`config.mk`:
```
export PLATFORM = sky130hd
export DESIGN_NAME = running_key_char_cipher
export DESIGN_NICKNAME = d
export VERILOG_FILES = /design/src/rkc_pkg.sv /design/src/running_key_char_cipher.sv /design/src/rkc_shift_table.sv /design/src/rkc_result_stage.sv
export SDC_FILE = /design/constraint.sdc
export NUM_CORES = 1
export LEC_CHECK = 0
export CAP_MARGIN = 20
export CORE_ASPECT_RATIO = 1.1
export CORE_MARGIN = 5
export CORE_UTILIZATION = 42
export CTS_CLUSTER_DIAMETER = 120
export DETAILED_ROUTE_END_ITERATION = 10
export DONT_BUFFER_PORTS = 1
export SLEW_MARGIN = 20
export SYNTH_ARGS = -nofsm -noshare
export SYNTH_HDL_FRONTEND = slang
export SYNTH_SLANG_ARGS = --single-unit
```
`constraint.sdc`:
```
create_clock -name clk -period 16.2 [get_ports clk]
set_input_delay 0.81 -clock clk [delete_from_list [all_inputs] [get_ports clk]]
set_output_delay 0.81 -clock clk [all_outputs]
set_load 0.02 [all_outputs]
```
`src/rkc_pkg.sv`:
```
`default_nettype none

package rkc_pkg;

  localparam int ALPHA_SIZE = 95;
  localparam int IDX_W      = 7;
  localparam int CHAR_W     = 8;

  localparam logic [IDX_W-1:0] LAST_IDX = IDX_W'(ALPHA_SIZE - 1);
  localparam logic [IDX_W-1:0] NO_SYM   = IDX_W'(ALPHA_SIZE);

  typedef enum logic [1:0] {
    OP_LOAD    = 2'd0,
    OP_ENCRYPT = 2'd1,
    OP_DECRYPT = 2'd2,
    OP_IDLE    = 2'd3
  } rkc_op_t;

  // control carried alongside the table read
  typedef struct packed {
    logic             decrypt;
    logic             bad;
    logic [IDX_W-1:0] sym;
  } rkc_s1_t;

  // symbol order: A-Z, a-z, 0-9, then punctuation, space last
  function automatic logic [CHAR_W-1:0] symbol_char(input logic [IDX_W-1:0] idx);
    logic [CHAR_W-1:0] c;
    c = 8'h00;
    if (idx < 7'd26) begin
      c = 8'h41 + {1'b0, idx};
    end else if (idx < 7'd52) begin
      c = 8'h61 + {1'b0, idx - 7'd26};
    end else if (idx < 7'd62) begin
      c = 8'h30 + {1'b0, idx - 7'd52};
    end else begin
      case (idx)
        7'd62: c = 8'h21;  // !
        7'd63: c = 8'h40;  // @
        7'd64: c = 8'h23;  // #
        7'd65: c = 8'h24;  // $
        7'd66: c = 8'h25;  // %
        7'd67: c = 8'h5E;  // ^
        7'd68: c = 8'h26;  // &
        7'd69: c = 8'h2A;  // *
        7'd70: c = 8'h28;  // (
        7'd71: c = 8'h29;  // )
        7'd72: c = 8'h7E;  // ~
        7'd73: c = 8'h60;  // `
        7'd74: c = 8'h2D;  // -
        7'd75: c = 8'h5F;  // _
        7'd76: c = 8'h3D;  // =
        7'd77: c = 8'h2B;  // +
        7'd78: c = 8'h5B;  // [
        7'd79: c = 8'h5D;  // ]
        7'd80: c = 8'h7B;  // {
        7'd81: c = 8'h7D;  // }
        7'd82: c = 8'h3B;  // ;
        7'd83: c = 8'h3A;  // :
        7'd84: c = 8'h27;  // single quote
        7'd85: c = 8'h22;  // double quote
        7'd86: c = 8'h3C;  // <
        7'd87: c = 8'h3E;  // >
        7'd88: c = 8'h2C;  // ,
        7'd89: c = 8'h2E;  // .
        7'd90: c = 8'h2F;  // /
        7'd91: c = 8'h3F;  // ?
        7'd92: c = 8'h5C;  // backslash
        7'd93: c = 8'h7C;  // |
        7'd94: c = 8'h20;  // space
        default: c = 8'h00;
      endcase
    end
    return c;
  endfunction

  // NO_SYM when the byte is outside the alphabet
  function automatic logic [IDX_W-1:0] symbol_index(input logic [CHAR_W-1:0] ch);
    logic [IDX_W-1:0] k;
    k = NO_SYM;
    if (ch inside {[8'h41:8'h5A]}) begin
      k = IDX_W'(ch - 8'h41);
    end else if (ch inside {[8'h61:8'h7A]}) begin
      k = IDX_W'(ch - 8'h61 + 8'd26);
    end else if (ch inside {[8'h30:8'h39]}) begin
      k = IDX_W'(ch - 8'h30 + 8'd52);
    end else begin
      case (ch)
        8'h21: k = 7'd62;
        8'h40: k = 7'd63;
        8'h23: k = 7'd64;
        8'h24: k = 7'd65;
        8'h25: k = 7'd66;
        8'h5E: k = 7'd67;
        8'h26: k = 7'd68;
        8'h2A: k = 7'd69;
        8'h28: k = 7'd70;
        8'h29: k = 7'd71;
        8'h7E: k = 7'd72;
        8'h60: k = 7'd73;
        8'h2D: k = 7'd74;
        8'h5F: k = 7'd75;
        8'h3D: k = 7'd76;
        8'h2B: k = 7'd77;
        8'h5B: k = 7'd78;
        8'h5D: k = 7'd79;
        8'h7B: k = 7'd80;
        8'h7D: k = 7'd81;
        8'h3B: k = 7'd82;
        8'h3A: k = 7'd83;
        8'h27: k = 7'd84;
        8'h22: k = 7'd85;
        8'h3C: k = 7'd86;
        8'h3E: k = 7'd87;
        8'h2C: k = 7'd88;
        8'h2E: k = 7'd89;
        8'h2F: k = 7'd90;
        8'h3F: k = 7'd91;
        8'h5C: k = 7'd92;
        8'h7C: k = 7'd93;
        8'h20: k = 7'd94;
        default: k = NO_SYM;
      endcase
    end
    return k;
  endfunction

endpackage

`default_nettype wire

```
`src/running_key_char_cipher.sv`:
```
// A character result passes the table read register (rd_data, s1_ctl), then the output register, onto m_axis.
// Throughput: one transaction per cycle while m_axis accepts; output back-pressure can drop s_axis_tready.
// Load transactions write the shift table in their cycle and give no result.
// Reset (rst, synchronous, active high) clears the table position and all valid flags;
// the shift table itself is not cleared and must be loaded before use.
`default_nettype none

module running_key_char_cipher
  import rkc_pkg::*;
(
  input  wire logic        clk,
  input  wire logic        rst,
  input  wire logic        s_axis_tvalid,
  output logic             s_axis_tready,
  // [7:0] in_char, [14:8] entry_index, [21:15] entry_value, [23:22] zero
  input  wire logic [23:0] s_axis_tdata,
  // [1:0] op, [2] start_of_message
  input  wire logic [2:0]  s_axis_tuser,
  output logic             m_axis_tvalid,
  input  wire logic        m_axis_tready,
  // [7:0] out_char
  output logic [7:0]       m_axis_tdata,
  // [0] bad_char
  output logic             m_axis_tuser
);

  rkc_op_t          op;
  logic             som;
  logic [CHAR_W-1:0] in_char;
  logic [IDX_W-1:0] entry_index;
  logic [IDX_W-1:0] entry_value;

  assign op          = rkc_op_t'(s_axis_tuser[1:0]);
  assign som         = s_axis_tuser[2];
  assign in_char     = s_axis_tdata[7:0];
  assign entry_index = s_axis_tdata[14:8];
  assign entry_value = s_axis_tdata[21:15];

  logic accept;
  logic is_char;
  logic is_load;
  logic ready;

  assign s_axis_tready = ready;
  assign accept  = s_axis_tvalid && ready;
  assign is_char = (op == OP_ENCRYPT) || (op == OP_DECRYPT);
  assign is_load = (op == OP_LOAD);

  // Running key position. Always held in 0..94, so no clamp on read.
  logic [IDX_W-1:0] table_position;
  logic [IDX_W-1:0] pos_cur;
  logic [IDX_W-1:0] table_position_next;

  assign pos_cur             = som ? '0 : table_position;
  assign table_position_next = (pos_cur == LAST_IDX) ? '0 : pos_cur + IDX_W'(1);

  always_ff @(posedge clk) begin
    if (rst) begin
      table_position <= '0;
    end else if (accept && is_char) begin
      table_position <= table_position_next;
    end
  end

  // Table write and read never hit the same edge (one transaction per cycle),
  // and a write is visible to a read issued the next cycle, so no bypass.
  logic             wr_en;
  logic             rd_en;
  logic [IDX_W-1:0] shift_raw;

  assign wr_en = accept && is_load && (entry_index < NO_SYM);
  assign rd_en = accept && is_char;

  rkc_shift_table u_table (
    .clk     (clk),
    .wr_en   (wr_en),
    .wr_addr (entry_index),
    .wr_data (entry_value),
    .rd_en   (rd_en),
    .rd_addr (pos_cur),
    .rd_data (shift_raw)
  );

  // Symbol lookup is done alongside the table read.
  rkc_s1_t issue_ctl;

  always_comb begin
    issue_ctl.sym     = symbol_index(in_char);
    issue_ctl.bad     = (issue_ctl.sym == NO_SYM);
    issue_ctl.decrypt = (op == OP_DECRYPT);
  end

  rkc_result_stage u_result (
    .clk         (clk),
    .rst         (rst),
    .issue       (rd_en),
    .issue_ctl   (issue_ctl),
    .shift_raw   (shift_raw),
    .issue_ready (ready),
    .out_valid   (m_axis_tvalid),
    .out_ready   (m_axis_tready),
    .out_char    (m_axis_tdata),
    .out_bad     (m_axis_tuser)
  );

  a_pos_range: assert property (@(posedge clk) disable iff (rst)
    table_position <= LAST_IDX)
    else $error("table position out of range");

  a_load_keeps_pos: assert property (@(posedge clk) disable iff (rst)
    (accept && !is_char) |=> $stable(table_position))
    else $error("non-character transaction moved the table position");

  a_som_restart: assert property (@(posedge clk) disable iff (rst)
    (accept && is_char && som) |=> (table_position == IDX_W'(1)))
    else $error("start of message did not restart position");

endmodule

`default_nettype wire

```
`src/rkc_shift_table.sv`:
```
`default_nettype none

module rkc_shift_table
  import rkc_pkg::*;
(
  input  wire logic             clk,
  input  wire logic             wr_en,
  input  wire logic [IDX_W-1:0] wr_addr,
  input  wire logic [IDX_W-1:0] wr_data,
  input  wire logic             rd_en,
  input  wire logic [IDX_W-1:0] rd_addr,
  output logic      [IDX_W-1:0] rd_data
);

  logic [IDX_W-1:0] mem [0:ALPHA_SIZE-1];

  always_ff @(posedge clk) begin
    if (wr_en) begin
      mem[wr_addr] <= wr_data;
    end
  end

  // read data holds between reads so a stalled stage keeps its shift
  always_ff @(posedge clk) begin
    if (rd_en) begin
      rd_data <= mem[rd_addr];
    end
  end

endmodule

`default_nettype wire

```
`src/rkc_result_stage.sv`:
```
`default_nettype none

module rkc_result_stage
  import rkc_pkg::*;
(
  input  wire logic              clk,
  input  wire logic              rst,
  input  wire logic              issue,
  input  wire rkc_s1_t           issue_ctl,
  input  wire logic [IDX_W-1:0]  shift_raw,
  output logic                   issue_ready,
  output logic                   out_valid,
  input  wire logic              out_ready,
  output logic      [CHAR_W-1:0] out_char,
  output logic                   out_bad
);

  logic             s1_valid;
  rkc_s1_t          s1_ctl;
  logic             advance;
  logic [IDX_W-1:0] shift;
  logic [IDX_W:0]   sum;
  logic [IDX_W-1:0] res;
  logic [CHAR_W-1:0] char_next;

  assign advance     = s1_valid && (!out_valid || out_ready);
  assign issue_ready = !s1_valid || advance;

  always_comb begin
    shift = (shift_raw >= NO_SYM) ? shift_raw - NO_SYM : shift_raw;
    if (s1_ctl.decrypt) begin
      if (s1_ctl.sym >= shift) begin
        sum = {1'b0, s1_ctl.sym - shift};
      end else begin
        sum = {1'b0, s1_ctl.sym} + {1'b0, NO_SYM} - {1'b0, shift};
      end
    end else begin
      sum = {1'b0, s1_ctl.sym} + {1'b0, shift};
    end
    res = (sum >= {1'b0, NO_SYM}) ? IDX_W'(sum - {1'b0, NO_SYM}) : sum[IDX_W-1:0];
    char_next = s1_ctl.bad ? '0 : symbol_char(res);
  end

  always_ff @(posedge clk) begin
    if (rst) begin
      s1_valid  <= 1'b0;
      out_valid <= 1'b0;
    end else begin
      if (issue) begin
        s1_valid <= 1'b1;
      end else if (advance) begin
        s1_valid <= 1'b0;
      end
      if (advance) begin
        out_valid <= 1'b1;
      end else if (out_ready) begin
        out_valid <= 1'b0;
      end
    end
  end

  always_ff @(posedge clk) begin
    if (issue) begin
      s1_ctl <= issue_ctl;
    end
    if (advance) begin
      out_char <= char_next;
      out_bad  <= s1_ctl.bad;
    end
  end

  a_no_overrun: assert property (@(posedge clk) disable iff (rst)
    issue |-> (!s1_valid || advance))
    else $error("read stage overwritten while full");

  a_bad_zero: assert property (@(posedge clk) disable iff (rst)
    (out_valid && out_bad) |-> (out_char == '0))
    else $error("flagged character carries non-zero byte");

  a_stall_keeps: assert property (@(posedge clk) disable iff (rst)
    (s1_valid && !advance) |=> s1_valid)
    else $error("stalled character dropped");

endmodule

`default_nettype wire

```
==> flow_summary.ini <==
[status]
outcome = completed

[route]
vias = 20400
wl_per_cell_microns = 23.0
drt_iter0_drc = 2079
dr.pass1.iters = 6
drc_errors = 0
wirelength_microns = 81000
drtAntennaViolNets = 0
via_per_inst = 5.78

[clocking]
clock_path_buffers = 3
numClockSinks = 699
cts_resized = 0
htreeDepth = 3
clk_pin_slew_worst_paths_ns = 0.06
clkLatencyLatePin_ns = 0.61
cts_hold_buffers = 0
postCtsSetupRepairBufs = 0
cts_buffers = 74
cts_tree = done
root_buffer = clkbuf_16

[synth]
yosys_register_bits = 699
synth_edf_count = 690
synth_common_cells = edfxtp_1 (690), nand2_1 (321), nor2_1 (163)
synth_cell_types = 82
synthMostInstantiatedCell = edfxtp_1
seq_area_frac_synth_pct = 65.4
synthFlopType = edfxtp_1
synth_area_leaders = edfxtp_1 (65%), nand2_1 (3.8%), mux2i_1 (3.0%), mux2_2 (3.0%), ha_1 (2.3%)
yosys.area.top_type = edfxtp_1
yosys_warnings = 0
syn-instance-count = 2512
synth.cell_area_sq_um = 32000
syn-num-nets = 2610
syn_avg_cell_area_sq_um = 12.7
ys_async_sr_fraction_pct = 0
synth_top_area_share_pct = 64.8

[sta]
setup_violations = 0
final_max_slew_viol_count = 0
tns_ns = 0
slew_headroom_pct = 20.8
hold_viol = 0
period_needed_ns = 6.59
layout_setup_ws_ns = 9.61
rsz0062_at_grt = no
tightest_slew_ns = 1.18
finClkSkew_ns = 0.0156
fmax_mhz = 152
post-route-period-util_pct = 40.7

[final_layout]
utilization_pct = 46.2
n_antenna_cell = 0
regArea_sq_um = 20900
area_growth_pct = 9.41
multi_input_area_sq_um = 10200
drive_gt1_share_pct = 9.53
fin_cells = 3524
layout.nets = 2541
fill_cells = 6795

[die]
die_w_microns = 273
rows = 106
start_util_pct = 42.2
core_area_sq_um = 75700
boundaryPins = 42
dieHeight_microns = 299
dieArea_sq_um = 81800

[critical_path]
crit_cells = 24
crit_chain = ha_1, a21oi_1, nor2_1, o21a_1, mux2_2, ha_1, inv_1, ha_1, inv_1, fa_1, nor2_1, a221o_1, xnor2_1, mux2_2, mux2i_1, o211ai_1, nand2_1, mux2i_1, ha_1, inv_1, a311oi_2, a41oi_1, nand4b_1, a21oi_1
slowest_stage = mux2i_1
reg2reg_depth = 24
cp-end-kind = register
path_class = register to register
cp.arrival_ns = 6.93
crit_path_start_kind = register
cp_num_buf_inv = 3
crit_fanout = 10
crit_family = adder cells
required_ns = 16.54
path_common_cell = ha_1
critPathMaxStageDelay_ns = 0.71

[global_routing]
grt_first_pass_wirelength_microns = 122000
grt_overflow_total = 0
globalRouteTotalUtil_pct = 19.2
grt_pass1_vias = 19800
grt_max_degree = 96
antenna_found_initial = 1

[pwr]
power_w = 0.00416
ir_drop_mv = 0.0960
power_density_nw_per_um2 = 119
p_leak_nw = 11.5

[min_path]
whs_path_depth = 1
min_path_type = primary input to register

[place]
dp_hpwl_microns = 48100
pre_cts_slack_ns = 9.64
portBuffers = 0
dpl.cell_count = 3392
gp_congestion = 0.874

[flow_run]
maxCapViolations = 0
## logic make-up (layout without fill, tap and decap cells)
group / count (synthesis) / after routing / synth area share (%)
mux: 183 / 183 / 6.10
buf+inv: 224 / 210 / 2.78
flops: 699 / 699 / 65.4
simple gates: 738 / 738 / 10.2
fa+ha+maj: 67 / 67 / 2.79
compound gates: 577 / 577 / 12.1
xor+xnor: 24 / 24 / 0.704
## final timing paths
path	start	endpoint	slack, ns
setup / recovery	u_table.rd_data[0]	u_result.out_char[5]	9.61
setup reg to reg	u_table.rd_data[0]	u_result.out_char[5]	9.61
hold reg to reg	u_result.s1_valid	u_result.out_valid	0.48
hold / removal	rst	u_result.s1_valid	0.27
## report_power, final
part	switching (W)	total (W)	leakage (nW)	internal, W
logic	0.000384	0.000612	4.18	0.000228
clock network	0.000665	0.00154	1.07	0.000871
registers	0.0000137	0.00201	6.29	0.00200
total	0.00106	0.00416	11.5	0.00310
## area by class of cell
type	count	area share, %
Sequential cell	699	59.8
Multi-Input combinational cell	1589	29.2
Clock buffer	96	5.62
Tap cell	1026	3.67
Inverter	55	0.597
Clock inverter	35	0.586
Timing Repair Buffer	24	0.572
## metrics by stage
stage	hold WS (ns)	cell area [sq um]
4_1_cts	0.233	35000
6_report	0.272	35000
5_1_grt	0.240	35000
3_3_place_gp	0.465	32800
3_5_place_dp	0.471	32800
2_1_floorplan	0.455	32000
## cells in the final DEF, fill, tap and decap left out, types with 12 or more instances in the layout
cell,n
edfxtp_1,690
xnor2_1,18
ha_1,60
a21oi_1,149
nor2_1,161
nor3_1,12
clkbuf_16,75
a211oi_1,54
nand4_1,14
clkbuf_1,20
clkinv_1,19
a22oi_1,44
o221ai_1,38
buf_4,23
mux2i_1,97
mux2_2,84
o21ai_0,84
a32oi_1,42
nand2_1,321
nand3_1,124
a31oi_1,71
o22ai_1,14
inv_1,44
nor2b_1,58
## state kept, by name, summed over array words and instances, names as in the netlist
name and cells:
u_table.mem 665, u_result.s1_ctl 9, u_result.out_char 8, table_position 7, u_table.rd_data 7, u_result.out_bad 1
u_result.out_valid 1, u_result.s1_valid 1
## routing by layer
metal / vias up / routed length [microns] / global-route usage (%)
met2: 784 / 37400 / 30.6
met3: 137 / 6690 / 4.73
met1: 10000 / 34400 / 26.1
met4: 2 / 2420 / 6.35
met5: - / 13 / 0
li1: 9421 / - / -
Power figures use the tool's default switching activity.
